==> src/sv/lasttl_pkg.sv <==
`timescale 1ns / 1ps
// ----------------------------------------------------------------------------
// lasttl_pkg
// Shared types and constants for the latched alarm status block.
// ----------------------------------------------------------------------------
package lasttl_pkg;

    localparam int unsigned QDEPTH_DEF = 4;

    localparam logic [15:0] TTL_FLOOR_RST   = 16'd500;
    localparam logic [15:0] TTL_CEILING_RST = 16'd30000;

    typedef enum logic [1:0] {
        LVL_UNKNOWN = 2'd0,
        LVL_SAFE    = 2'd1,
        LVL_ATTACK  = 2'd2
    } t_level;

    typedef enum logic {
        CFG_TTL_FLOOR   = 1'b0,
        CFG_TTL_CEILING = 1'b1
    } t_cfg_index;

    // classified item handed from front to back
    typedef struct packed {
        logic        is_tick;
        logic [31:0] now_ms;
        t_level      level;
        logic [15:0] alerts;
        logic [7:0]  expected;
        logic [7:0]  online;
        logic [31:0] incident;
        logic [15:0] node;
        logic [7:0]  class_code;
        logic [15:0] ttl_ms;
    } t_item;

    typedef struct packed {
        t_level      level;
        logic [15:0] alerts;
        logic [7:0]  expected;
        logic [7:0]  online;
        logic [31:0] incident;
        logic [15:0] node;
        logic [7:0]  class_code;
        logic        has_data;
        logic        is_fresh;
        logic [31:0] age_ms;
        logic [31:0] attack_ms;
        logic [31:0] revision;
    } t_result;

endpackage

==> src/sv/lasttl_front.sv <==
`timescale 1ns / 1ps
// ----------------------------------------------------------------------------
// lasttl_front
// Accepts items, resolves the reported level and clamps the validity time.
// ----------------------------------------------------------------------------
module lasttl_front (
    input  logic                i_valid,
    output logic                o_ready,
    input  logic                i_tick,
    input  logic [31:0]         i_now_ms,
    input  logic [1:0]          i_level_in,
    input  logic [15:0]         i_alerts_in,
    input  logic [7:0]          i_expected_in,
    input  logic [7:0]          i_online_in,
    input  logic [31:0]         i_incident_in,
    input  logic [15:0]         i_node_in,
    input  logic [7:0]          i_class_in,
    input  logic [31:0]         i_ttl_in_ms,
    input  logic [15:0]         i_ttl_floor,
    input  logic [15:0]         i_ttl_ceiling,
    output logic                o_valid,
    input  logic                i_ready,
    output lasttl_pkg::t_item   o_item
);

    lasttl_pkg::t_level lvl;
    logic [15:0]        ttl_min;

    always_comb begin
        case (i_level_in)
            lasttl_pkg::LVL_SAFE:   lvl = lasttl_pkg::LVL_SAFE;
            lasttl_pkg::LVL_ATTACK: lvl = lasttl_pkg::LVL_ATTACK;
            default:                lvl = lasttl_pkg::LVL_UNKNOWN;
        endcase
        if (i_alerts_in != 16'd0) begin
            lvl = lasttl_pkg::LVL_ATTACK;
        end
        if (lvl == lasttl_pkg::LVL_SAFE &&
            (i_expected_in == 8'd0 || i_online_in < i_expected_in)) begin
            lvl = lasttl_pkg::LVL_UNKNOWN;
        end
    end

    assign ttl_min = (i_ttl_in_ms < {16'd0, i_ttl_ceiling}) ? i_ttl_in_ms[15:0] : i_ttl_ceiling;

    always_comb begin
        o_item.is_tick    = i_tick;
        o_item.now_ms     = i_now_ms;
        o_item.level      = lvl;
        o_item.alerts     = i_alerts_in;
        o_item.expected   = i_expected_in;
        o_item.online     = i_online_in;
        o_item.incident   = i_incident_in;
        o_item.node       = i_node_in;
        o_item.class_code = i_class_in;
        o_item.ttl_ms     = (ttl_min > i_ttl_floor) ? ttl_min : i_ttl_floor;
    end

    assign o_valid = i_valid;
    assign o_ready = i_ready;

endmodule

==> src/sv/lasttl_fifo.sv <==
`timescale 1ns / 1ps
// ----------------------------------------------------------------------------
// lasttl_fifo
// Short queue of classified items between front and back.
// ----------------------------------------------------------------------------
module lasttl_fifo #(
    parameter int unsigned DEPTH = lasttl_pkg::QDEPTH_DEF
) (
    input  logic                i_clk,
    input  logic                i_rst_n,
    input  logic                i_push_valid,
    output logic                o_push_ready,
    input  lasttl_pkg::t_item   i_push_item,
    output logic                o_pop_valid,
    input  logic                i_pop_ready,
    output lasttl_pkg::t_item   o_pop_item
);

    localparam int unsigned PTR_W = (DEPTH > 1) ? $clog2(DEPTH) : 1;
    localparam int unsigned CNT_W = $clog2(DEPTH + 1);

    lasttl_pkg::t_item r_mem [DEPTH];
    logic [PTR_W-1:0]  r_wr_ptr;
    logic [PTR_W-1:0]  r_rd_ptr;
    logic [CNT_W-1:0]  r_count;
    logic              push;
    logic              pop;

    assign o_push_ready = (r_count != CNT_W'(DEPTH));
    assign o_pop_valid  = (r_count != '0);
    assign push         = i_push_valid && o_push_ready;
    assign pop          = o_pop_valid && i_pop_ready;
    assign o_pop_item   = r_mem[r_rd_ptr];

    always_ff @(posedge i_clk) begin
        if (push) begin
            r_mem[r_wr_ptr] <= i_push_item;
        end
    end

    always_ff @(posedge i_clk) begin
        if (!i_rst_n) begin
            r_wr_ptr <= '0;
            r_rd_ptr <= '0;
            r_count  <= '0;
        end else begin
            if (push) begin
                r_wr_ptr <= (r_wr_ptr == PTR_W'(DEPTH - 1)) ? '0 : r_wr_ptr + 1'b1;
            end
            if (pop) begin
                r_rd_ptr <= (r_rd_ptr == PTR_W'(DEPTH - 1)) ? '0 : r_rd_ptr + 1'b1;
            end
            case ({push, pop})
                2'b10:   r_count <= r_count + 1'b1;
                2'b01:   r_count <= r_count - 1'b1;
                default: r_count <= r_count;
            endcase
        end
    end

    a_count_bound: assert property (@(posedge i_clk) disable iff (!i_rst_n)
        r_count <= CNT_W'(DEPTH))
        else $error("queue count beyond depth");

    a_count_track: assert property (@(posedge i_clk) disable iff (!i_rst_n)
        push && !pop |=> r_count == $past(r_count) + 1'b1)
        else $error("queue count missed a push");

    a_ptr_match: assert property (@(posedge i_clk) disable iff (!i_rst_n)
        r_count == '0 |-> r_wr_ptr == r_rd_ptr)
        else $error("empty queue with pointers apart");

endmodule

==> src/sv/lasttl_back.sv <==
`timescale 1ns / 1ps
// ----------------------------------------------------------------------------
// lasttl_back
// Holds the status record, applies snapshots and ticks, registers results.
// ----------------------------------------------------------------------------
module lasttl_back (
    input  logic                i_clk,
    input  logic                i_rst_n,
    input  logic                i_in_valid,
    output logic                o_in_ready,
    input  lasttl_pkg::t_item   i_item,
    output logic                o_out_valid,
    input  logic                i_out_ready,
    output lasttl_pkg::t_result o_result
);

    lasttl_pkg::t_level r_level,    n_level;
    logic [15:0]        r_alerts,   n_alerts;
    logic [7:0]         r_expected, n_expected;
    logic [7:0]         r_online,   n_online;
    logic [31:0]        r_incident, n_incident;
    logic [15:0]        r_node,     n_node;
    logic [7:0]         r_class,    n_class;
    logic [31:0]        r_start,    n_start;
    logic               r_seen,     n_seen;
    logic               r_fresh,    n_fresh;
    logic [31:0]        r_recv,     n_recv;
    logic [15:0]        r_ttl,      n_ttl;
    logic [31:0]        r_rev,      n_rev;

    lasttl_pkg::t_result r_out;
    logic                r_out_valid;
    lasttl_pkg::t_result res;
    logic                pop;
    logic                was_attack;
    logic [31:0]         age;
    logic [16:0]         ttl_p1;

    assign o_in_ready  = !r_out_valid || i_out_ready;
    assign pop         = i_in_valid && o_in_ready;
    assign was_attack  = (r_level == lasttl_pkg::LVL_ATTACK);
    assign o_out_valid = r_out_valid;
    assign o_result    = r_out;

    always_comb begin
        n_level    = r_level;
        n_alerts   = r_alerts;
        n_expected = r_expected;
        n_online   = r_online;
        n_incident = r_incident;
        n_node     = r_node;
        n_class    = r_class;
        n_start    = r_start;
        n_seen     = r_seen;
        n_fresh    = r_fresh;
        n_recv     = r_recv;
        n_ttl      = r_ttl;
        n_rev      = r_rev;
        if (pop) begin
            if (!i_item.is_tick) begin
                n_level    = i_item.level;
                n_alerts   = i_item.alerts;
                n_expected = i_item.expected;
                n_online   = i_item.online;
                n_incident = i_item.incident;
                n_node     = i_item.node;
                n_class    = i_item.class_code;
                // hold the latched attack and its identifiers
                if (was_attack && i_item.level != lasttl_pkg::LVL_SAFE) begin
                    n_level = lasttl_pkg::LVL_ATTACK;
                    if (i_item.incident == 32'd0) n_incident = r_incident;
                    if (i_item.node == 16'd0)     n_node     = r_node;
                    if (i_item.class_code == 8'd0) n_class   = r_class;
                end
                if (n_level == lasttl_pkg::LVL_ATTACK) begin
                    if (!was_attack) n_start = i_item.now_ms;
                    if (i_item.alerts == 16'd0) n_alerts = 16'd1;
                end else begin
                    n_start = 32'd0;
                    if (n_level == lasttl_pkg::LVL_SAFE) begin
                        n_incident = 32'd0;
                        n_node     = 16'd0;
                        n_class    = 8'd0;
                    end
                end
                n_seen  = 1'b1;
                n_fresh = 1'b1;
                n_recv  = i_item.now_ms;
                n_ttl   = i_item.ttl_ms;
                n_rev   = r_rev + 32'd1;
            end else if (r_fresh && (i_item.now_ms - r_recv) > {16'd0, r_ttl}) begin
                n_fresh = 1'b0;
            end
        end
    end

    always_comb begin
        ttl_p1 = {1'b0, n_ttl} + 17'd1;
        age    = i_item.now_ms - n_recv;
        if (!n_fresh && age < {15'd0, ttl_p1}) begin
            age = {15'd0, ttl_p1};
        end
        if (!n_seen) begin
            age = 32'd0;
        end
        res.level      = n_level;
        res.alerts     = n_alerts;
        res.expected   = n_expected;
        res.online     = n_online;
        res.incident   = n_incident;
        res.node       = n_node;
        res.class_code = n_class;
        res.has_data   = n_seen;
        res.is_fresh   = n_seen && n_fresh;
        res.age_ms     = age;
        res.attack_ms  = (n_level == lasttl_pkg::LVL_ATTACK) ? i_item.now_ms - n_start : 32'd0;
        res.revision   = n_rev;
    end

    always_ff @(posedge i_clk) begin
        if (!i_rst_n) begin
            r_level    <= lasttl_pkg::LVL_UNKNOWN;
            r_alerts   <= '0;
            r_expected <= '0;
            r_online   <= '0;
            r_incident <= '0;
            r_node     <= '0;
            r_class    <= '0;
            r_start    <= '0;
            r_seen     <= 1'b0;
            r_fresh    <= 1'b0;
            r_recv     <= '0;
            r_ttl      <= '0;
            r_rev      <= '0;
            r_out_valid <= 1'b0;
        end else begin
            r_level    <= n_level;
            r_alerts   <= n_alerts;
            r_expected <= n_expected;
            r_online   <= n_online;
            r_incident <= n_incident;
            r_node     <= n_node;
            r_class    <= n_class;
            r_start    <= n_start;
            r_seen     <= n_seen;
            r_fresh    <= n_fresh;
            r_recv     <= n_recv;
            r_ttl      <= n_ttl;
            r_rev      <= n_rev;
            if (pop) begin
                r_out_valid <= 1'b1;
            end else if (i_out_ready) begin
                r_out_valid <= 1'b0;
            end
        end
    end

    always_ff @(posedge i_clk) begin
        if (pop) begin
            r_out <= res;
        end
    end

    a_attack_alerts: assert property (@(posedge i_clk) disable iff (!i_rst_n)
        r_out_valid && r_out.level == lasttl_pkg::LVL_ATTACK |-> r_out.alerts != 16'd0)
        else $error("attack result without alerts");

    a_fresh_seen: assert property (@(posedge i_clk) disable iff (!i_rst_n)
        r_fresh |-> r_seen)
        else $error("fresh flag without data");

    a_rev_step: assert property (@(posedge i_clk) disable iff (!i_rst_n)
        pop && !i_item.is_tick |=> r_rev == $past(r_rev) + 32'd1)
        else $error("revision not advanced on snapshot");

    a_safe_clear: assert property (@(posedge i_clk) disable iff (!i_rst_n)
        r_level == lasttl_pkg::LVL_SAFE |-> r_incident == 32'd0 && r_start == 32'd0)
        else $error("safe status keeps attack data");

endmodule

==> src/sv/latched_alarm_status_with_ttl.sv <==
`timescale 1ns / 1ps
// A result is registered in the queue and then in the back stage output register; an output stall can hold it.
// Throughput: one item per cycle unless the output stalls; the back stage applies one record update per cycle.
// The four-entry queue lets input transfers continue while the output is stalled.
// Reset (synchronous, active low) clears the record and queue, floor 500 ms, ceiling 30000 ms.
// ----------------------------------------------------------------------------
// latched_alarm_status_with_ttl
// Latched security status record with validity time, age and attack duration.
// ----------------------------------------------------------------------------
module latched_alarm_status_with_ttl #(
    parameter int unsigned QDEPTH = lasttl_pkg::QDEPTH_DEF
) (
    input  logic         i_clk,
    input  logic         i_rst_n,
    input  logic         i_s_axis_tvalid,
    output logic         o_s_axis_tready,
    // now_ms[31:0] level_in[33:32] alerts_in[49:34] expected_in[57:50] online_in[65:58]
    // incident_in[97:66] node_in[113:98] class_in[121:114] ttl_in_ms[153:122], zero pad
    input  logic [159:0] i_s_axis_tdata,
    // req_type[0]
    input  logic         i_s_axis_tuser,
    output logic         o_m_axis_tvalid,
    input  logic         i_m_axis_tready,
    // level_out[1:0] alerts_out[17:2] expected_out[25:18] online_out[33:26]
    // incident_out[65:34] node_out[81:66] class_out[89:82] has_data[90] is_fresh[91]
    // age_ms[123:92] attack_ms[155:124] revision_out[187:156], zero pad
    output logic [191:0] o_m_axis_tdata,
    input  logic         i_cfg_valid,
    output logic         o_cfg_ready,
    input  logic         i_cfg_index,
    input  logic [15:0]  i_cfg_data
);

    logic [15:0]         r_ttl_floor;
    logic [15:0]         r_ttl_ceiling;
    logic                front_valid;
    logic                front_ready;
    lasttl_pkg::t_item   front_item;
    logic                q_valid;
    logic                q_ready;
    lasttl_pkg::t_item   q_item;
    lasttl_pkg::t_result result;

    assign o_cfg_ready = 1'b1;

    always_ff @(posedge i_clk) begin
        if (!i_rst_n) begin
            r_ttl_floor   <= lasttl_pkg::TTL_FLOOR_RST;
            r_ttl_ceiling <= lasttl_pkg::TTL_CEILING_RST;
        end else if (i_cfg_valid) begin
            case (i_cfg_index)
                lasttl_pkg::CFG_TTL_FLOOR:   r_ttl_floor   <= i_cfg_data;
                lasttl_pkg::CFG_TTL_CEILING: r_ttl_ceiling <= i_cfg_data;
                default: ;
            endcase
        end
    end

    lasttl_front u_front (
        .i_valid       (i_s_axis_tvalid),
        .o_ready       (o_s_axis_tready),
        .i_tick        (i_s_axis_tuser),
        .i_now_ms      (i_s_axis_tdata[31:0]),
        .i_level_in    (i_s_axis_tdata[33:32]),
        .i_alerts_in   (i_s_axis_tdata[49:34]),
        .i_expected_in (i_s_axis_tdata[57:50]),
        .i_online_in   (i_s_axis_tdata[65:58]),
        .i_incident_in (i_s_axis_tdata[97:66]),
        .i_node_in     (i_s_axis_tdata[113:98]),
        .i_class_in    (i_s_axis_tdata[121:114]),
        .i_ttl_in_ms   (i_s_axis_tdata[153:122]),
        .i_ttl_floor   (r_ttl_floor),
        .i_ttl_ceiling (r_ttl_ceiling),
        .o_valid       (front_valid),
        .i_ready       (front_ready),
        .o_item        (front_item)
    );

    lasttl_fifo #(
        .DEPTH (QDEPTH)
    ) u_fifo (
        .i_clk        (i_clk),
        .i_rst_n      (i_rst_n),
        .i_push_valid (front_valid),
        .o_push_ready (front_ready),
        .i_push_item  (front_item),
        .o_pop_valid  (q_valid),
        .i_pop_ready  (q_ready),
        .o_pop_item   (q_item)
    );

    lasttl_back u_back (
        .i_clk       (i_clk),
        .i_rst_n     (i_rst_n),
        .i_in_valid  (q_valid),
        .o_in_ready  (q_ready),
        .i_item      (q_item),
        .o_out_valid (o_m_axis_tvalid),
        .i_out_ready (i_m_axis_tready),
        .o_result    (result)
    );

    assign o_m_axis_tdata = {
        4'd0,
        result.revision,
        result.attack_ms,
        result.age_ms,
        result.is_fresh,
        result.has_data,
        result.class_code,
        result.node,
        result.incident,
        result.online,
        result.expected,
        result.alerts,
        result.level
    };

endmodule

==> config.mk <==
export PLATFORM = sky130hd
export DESIGN_NAME = latched_alarm_status_with_ttl
export DESIGN_NICKNAME = d
export VERILOG_FILES = /design/src/sv/lasttl_pkg.sv /design/src/sv/lasttl_front.sv /design/src/sv/lasttl_fifo.sv /design/src/sv/lasttl_back.sv /design/src/sv/latched_alarm_status_with_ttl.sv
export SDC_FILE = /design/constraint.sdc
export NUM_CORES = 2
export LEC_CHECK = 0
export BUFFER_PORTS_ARGS = -buffer_cell sky130_fd_sc_hd__buf_4
export CORE_MARGIN = 2
export CORE_UTILIZATION = 65
export DETAILED_ROUTE_END_ITERATION = 10
export PLACE_DENSITY = 0.86
export REMOVE_ABC_BUFFERS = 1
export SKIP_CTS_REPAIR_TIMING = 1
export SLEW_MARGIN = 30
export SYNTH_ARGS = -nofsm -noshare
export SYNTH_HDL_FRONTEND = slang
export SYNTH_SLANG_ARGS = --single-unit
==> constraint.sdc <==
create_clock -name i_clk -period 15.35 [get_ports i_clk]
set_clock_uncertainty 0.05 [all_clocks]
set_input_delay 0.7675 -clock i_clk [delete_from_list [all_inputs] [get_ports i_clk]]
set_output_delay 0.7675 -clock i_clk [all_outputs]
set_load 0.005 [all_outputs]
==> flow_summary_export.csv <==
group,metric,value,unit
power_and_ir_drop,power_leakage,19.0,nW
die,die_height,264,µm
yosys,synthesis.instances,3324,
timing,setup_tns,0,ns
clocking,cts_inserted_buffers,97,
clocking,clkSinkCount,990,
final_layout,layout.cells.most_common_list,"sky130_fd_sc_hd__edfxtp_1, sky130_fd_sc_hd__buf_4, sky130_fd_sc_hd__nand2_1, sky130_fd_sc_hd__nor2_1, sky130_fd_sc_hd__dfxtp_1",
yosys,synth_area_leader_cell,"sky130_fd_sc_hd__edfxtp_1",
clocking,max-clock-path-buffers,3,
timing,finalMaxSlewViolations,0,
final_layout,mostFrequentLayoutCell,"sky130_fd_sc_hd__edfxtp_1",
final_layout,numnets_final,4036,
die,core_area,67200,µm²
routing,drc,0,
global_routing,grt_start_max_net_pins,128,
global_routing,grt_first_pass_wirelength,164000,µm
timing,setup_viol,0,
clocking,ctsHtreeMaxLevel,3,
die,core.rowCount,95,
setup_path,arrival_time_of_the_worst_setup_path,8.56,ns
routing,finalWirelength,107000,µm
final_layout,area.growth.synth_to_final,15.9,%
routing,via_per_inst,6.27,
yosys,async_reset_ff_frac,0,
min_path,holdCritPathClass,"in -> reg",
yosys,dominantRegCellSynth,"sky130_fd_sc_hd__edfxtp_1",
placement,place.gp.congestion,0.955,
final_layout,fill_count,3958,
timing,fin_crit,8.20,ns
routing,antenna_left,0,
yosys,post_synth_edffs,744,
power_and_ir_drop,power.density_cell_area,228,nW/µm²
timing,rsz_0062_raised_after_global_routing,"false",
run,maxCapViolCount,0,
final_layout,layout_cell_share_with_drive_strength_beyond_1,0.208,
yosys,synth.yosys.warnings,0,
routing,dr_total_vias,29066,
setup_path,category_of_the_most_critical_setup_path,"reg -> reg",
timing,worst_slew_pin_slew,1.02,ns
yosys,mappedNetlistArea,44100,µm²
setup_path,worst_ep_required_time,15.72,ns
routing,detailedRoute.firstPassIterationCount,7,
routing,routedWlPerCell,23.0,µm
yosys,post_synth_main_area_contributors,"sky130_fd_sc_hd__edfxtp_1, sky130_fd_sc_hd__dfxtp_1, sky130_fd_sc_hd__mux4_2",
die,io_pins,378,
power_and_ir_drop,ir_worst_vdd,0.000181,V
global_routing,first_global_vias,29368,
clocking,clock_slew_seen_by_the_registers_of_the_worst_setup_and_hold_paths,0.07,ns
timing,fin_hold_ws,0.219,ns
yosys,post_synth.cell_area_avg,13.3,µm²
die,initial_util,0.656,
die,floorplan.die_area,69900,µm²
yosys,synth_seq_area_share,0.619,
timing,report.final.hold_viol_count,0,
global_routing,grt.total_usage,0.304,
routing,drt_iter0_markers,2710,
yosys,ys_types,80,
clocking,cts-root-buf,"sky130_fd_sc_hd__clkbuf_16",
clocking,cts_tree,"yes",
yosys,synth_largest_type_area_fraction,0.507,
setup_path,endpoint_kind,"flip-flop",
yosys,synth-seq-cells,990,
timing,final.period_utilization,0.534,
timing,timing.max_slew.rel_slack,0.314,
placement,detailedPlacementHpwl,67600,µm
outcome,run_status,"finished, final reports clean",
die,die_x,264,µm
setup_path,critical_path.startpoint_type,"flip-flop",
placement,port-buffer-count,366,
global_routing,number_of_antenna_violations_at_the_first_check_in_global_routing,10,
global_routing,globalRoute.totalOverflow,0,
setup_path,cp_max_fo,67,
power_and_ir_drop,total_power,11.6,mW
clocking,clk-insertion-delay-late,0.68,ns
timing,max_clock_freq,122,MHz
-- power by group --
group / switching (mW) / internal, mW
registers: 0.215 / 3.67
clock network: 1.05 / 1.43
logic: 3.13 / 2.16
total: 4.39 / 7.26
-- state kept, by name, indices dropped and copies added, names as in the netlist, 16 cells and up, named ones only --
register           count
u_fifo.r_mem         556
u_back.o_result      188
u_back.r_incident     32
u_back.r_recv         32
u_back.r_rev          32
u_back.r_start        32
r_ttl_ceiling         16
r_ttl_floor           16
u_back.r_alerts       16
u_back.r_node         16
u_back.r_ttl          16
-- through the flow --
step / area [µm²] / std cells / worst slack (ns) / utilization
finish: 51100 / 4639 / 7.15 / 0.761
global route: 51100 / 4639 / 6.68 / 0.761
CTS: 51100 / 4632 / 6.72 / 0.760
detailed placement: 47700 / 4448 / 6.79 / 0.710
global placement: 47600 / 4448 / 6.88 / 0.710
floorplan: 43500 / 3179 / 1.02 / -
-- metal layers --
layer  global-route usage  up-vias  wire length [µm]
li1                     -    13149                 -
met1                0.375    14246             40700
met2                0.520     1364             53200
met3               0.0634      297              8340
met4                0.137       10              4510
met5                    0        -                68
-- worst paths after layout --
| kind | startpoint | to | slack (ns) | depth (start not counted) |
|---|---|---|---|---|
| worst max-delay path | flip-flop | u_back.o_result[64] | 7.15 | 24 |
| worst max register to register | flip-flop | u_back.o_result[64] | 7.15 | 24 |
| worst min register to register | u_back.r_ttl[8] | u_back.r_ttl[8] | 0.41 | 2 |
| worst min-delay path | i_s_axis_tdata[107] | u_fifo.r_mem[2][33] | 0.22 | 1 |
-- synthesized netlist by cell type, types with 23 or more instances --
cell type,n
sky130_fd_sc_hd__edfxtp_1,744
sky130_fd_sc_hd__nand2_1,268
sky130_fd_sc_hd__nor2_1,251
sky130_fd_sc_hd__dfxtp_1,246
sky130_fd_sc_hd__a21oi_1,191
sky130_fd_sc_hd__ha_1,173
sky130_fd_sc_hd__mux4_2,139
sky130_fd_sc_hd__inv_1,132
sky130_fd_sc_hd__nor3_1,104
sky130_fd_sc_hd__mux2i_1,99
sky130_fd_sc_hd__clkbuf_1,97
sky130_fd_sc_hd__and2_1,81
sky130_fd_sc_hd__o21ai_0,79
sky130_fd_sc_hd__xnor2_1,73
sky130_fd_sc_hd__a21o_1,52
sky130_fd_sc_hd__and3_1,49
sky130_fd_sc_hd__nand3_1,47
sky130_fd_sc_hd__xor2_1,44
sky130_fd_sc_hd__nor4_1,37
sky130_fd_sc_hd__or2_2,36
sky130_fd_sc_hd__nand2b_1,31
sky130_fd_sc_hd__nand4_1,25
sky130_fd_sc_hd__nor2b_1,24
sky130_fd_sc_hd__o211ai_1,23
-- critical path: stages (launching register included) --
cell and delay [ns]:
sky130_fd_sc_hd__dfxtp_4 0.62, sky130_fd_sc_hd__mux4_2 0.64, sky130_fd_sc_hd__nor3_4 0.46, sky130_fd_sc_hd__buf_4 0.71, sky130_fd_sc_hd__buf_4 0.66, sky130_fd_sc_hd__nor2_1 0.10, sky130_fd_sc_hd__a21oi_1 0.24, sky130_fd_sc_hd__ha_1 0.33
sky130_fd_sc_hd__a21oi_1 0.36, sky130_fd_sc_hd__o21a_1 0.26, sky130_fd_sc_hd__nor2b_1 0.06, sky130_fd_sc_hd__o21ai_0 0.16, sky130_fd_sc_hd__a21bo_2 0.16, sky130_fd_sc_hd__o31ai_1 0.06, sky130_fd_sc_hd__o31a_1 0.28, sky130_fd_sc_hd__ha_1 0.32
sky130_fd_sc_hd__nand4_1 0.13, sky130_fd_sc_hd__a21oi_1 0.06, sky130_fd_sc_hd__a2111oi_0 0.46, sky130_fd_sc_hd__nand4_1 0.22, sky130_fd_sc_hd__nor4b_2 0.28, sky130_fd_sc_hd__nand4_1 0.17, sky130_fd_sc_hd__nor4_4 0.27, sky130_fd_sc_hd__buf_4 0.38
sky130_fd_sc_hd__mux2_1 0.40
-- area by class of cell --
class                           instances  area (µm²)  share of cell area
Antenna cell                            5        12.5            0.000245
Clock buffer                          127        2660              0.0520
Clock inverter                         57         731              0.0143
Inverter                              133         512              0.0100
Multi-Input combinational cell       2056       15800               0.309
Sequential cell                       990       27300               0.534
Tap cell                              873        1090              0.0214
Timing Repair Buffer                  398        3040              0.0595
-- logic make-up (layout without fill, tap and decap cells) --
logic type / count (synthesis) / after routing / share of synthesized area
xor+xnor: 117 / 117 / 0.0232
other cells: 2 / 10 / 0.000170
compound gates: 513 / 513 / 0.0742
buf+inv: 281 / 715 / 0.0259
simple gates: 982 / 982 / 0.107
flops: 990 / 990 / 0.619
mux: 262 / 262 / 0.0997
fa+ha+maj: 177 / 177 / 0.0509
No activity file was read; power rests on OpenSTA's default activity.
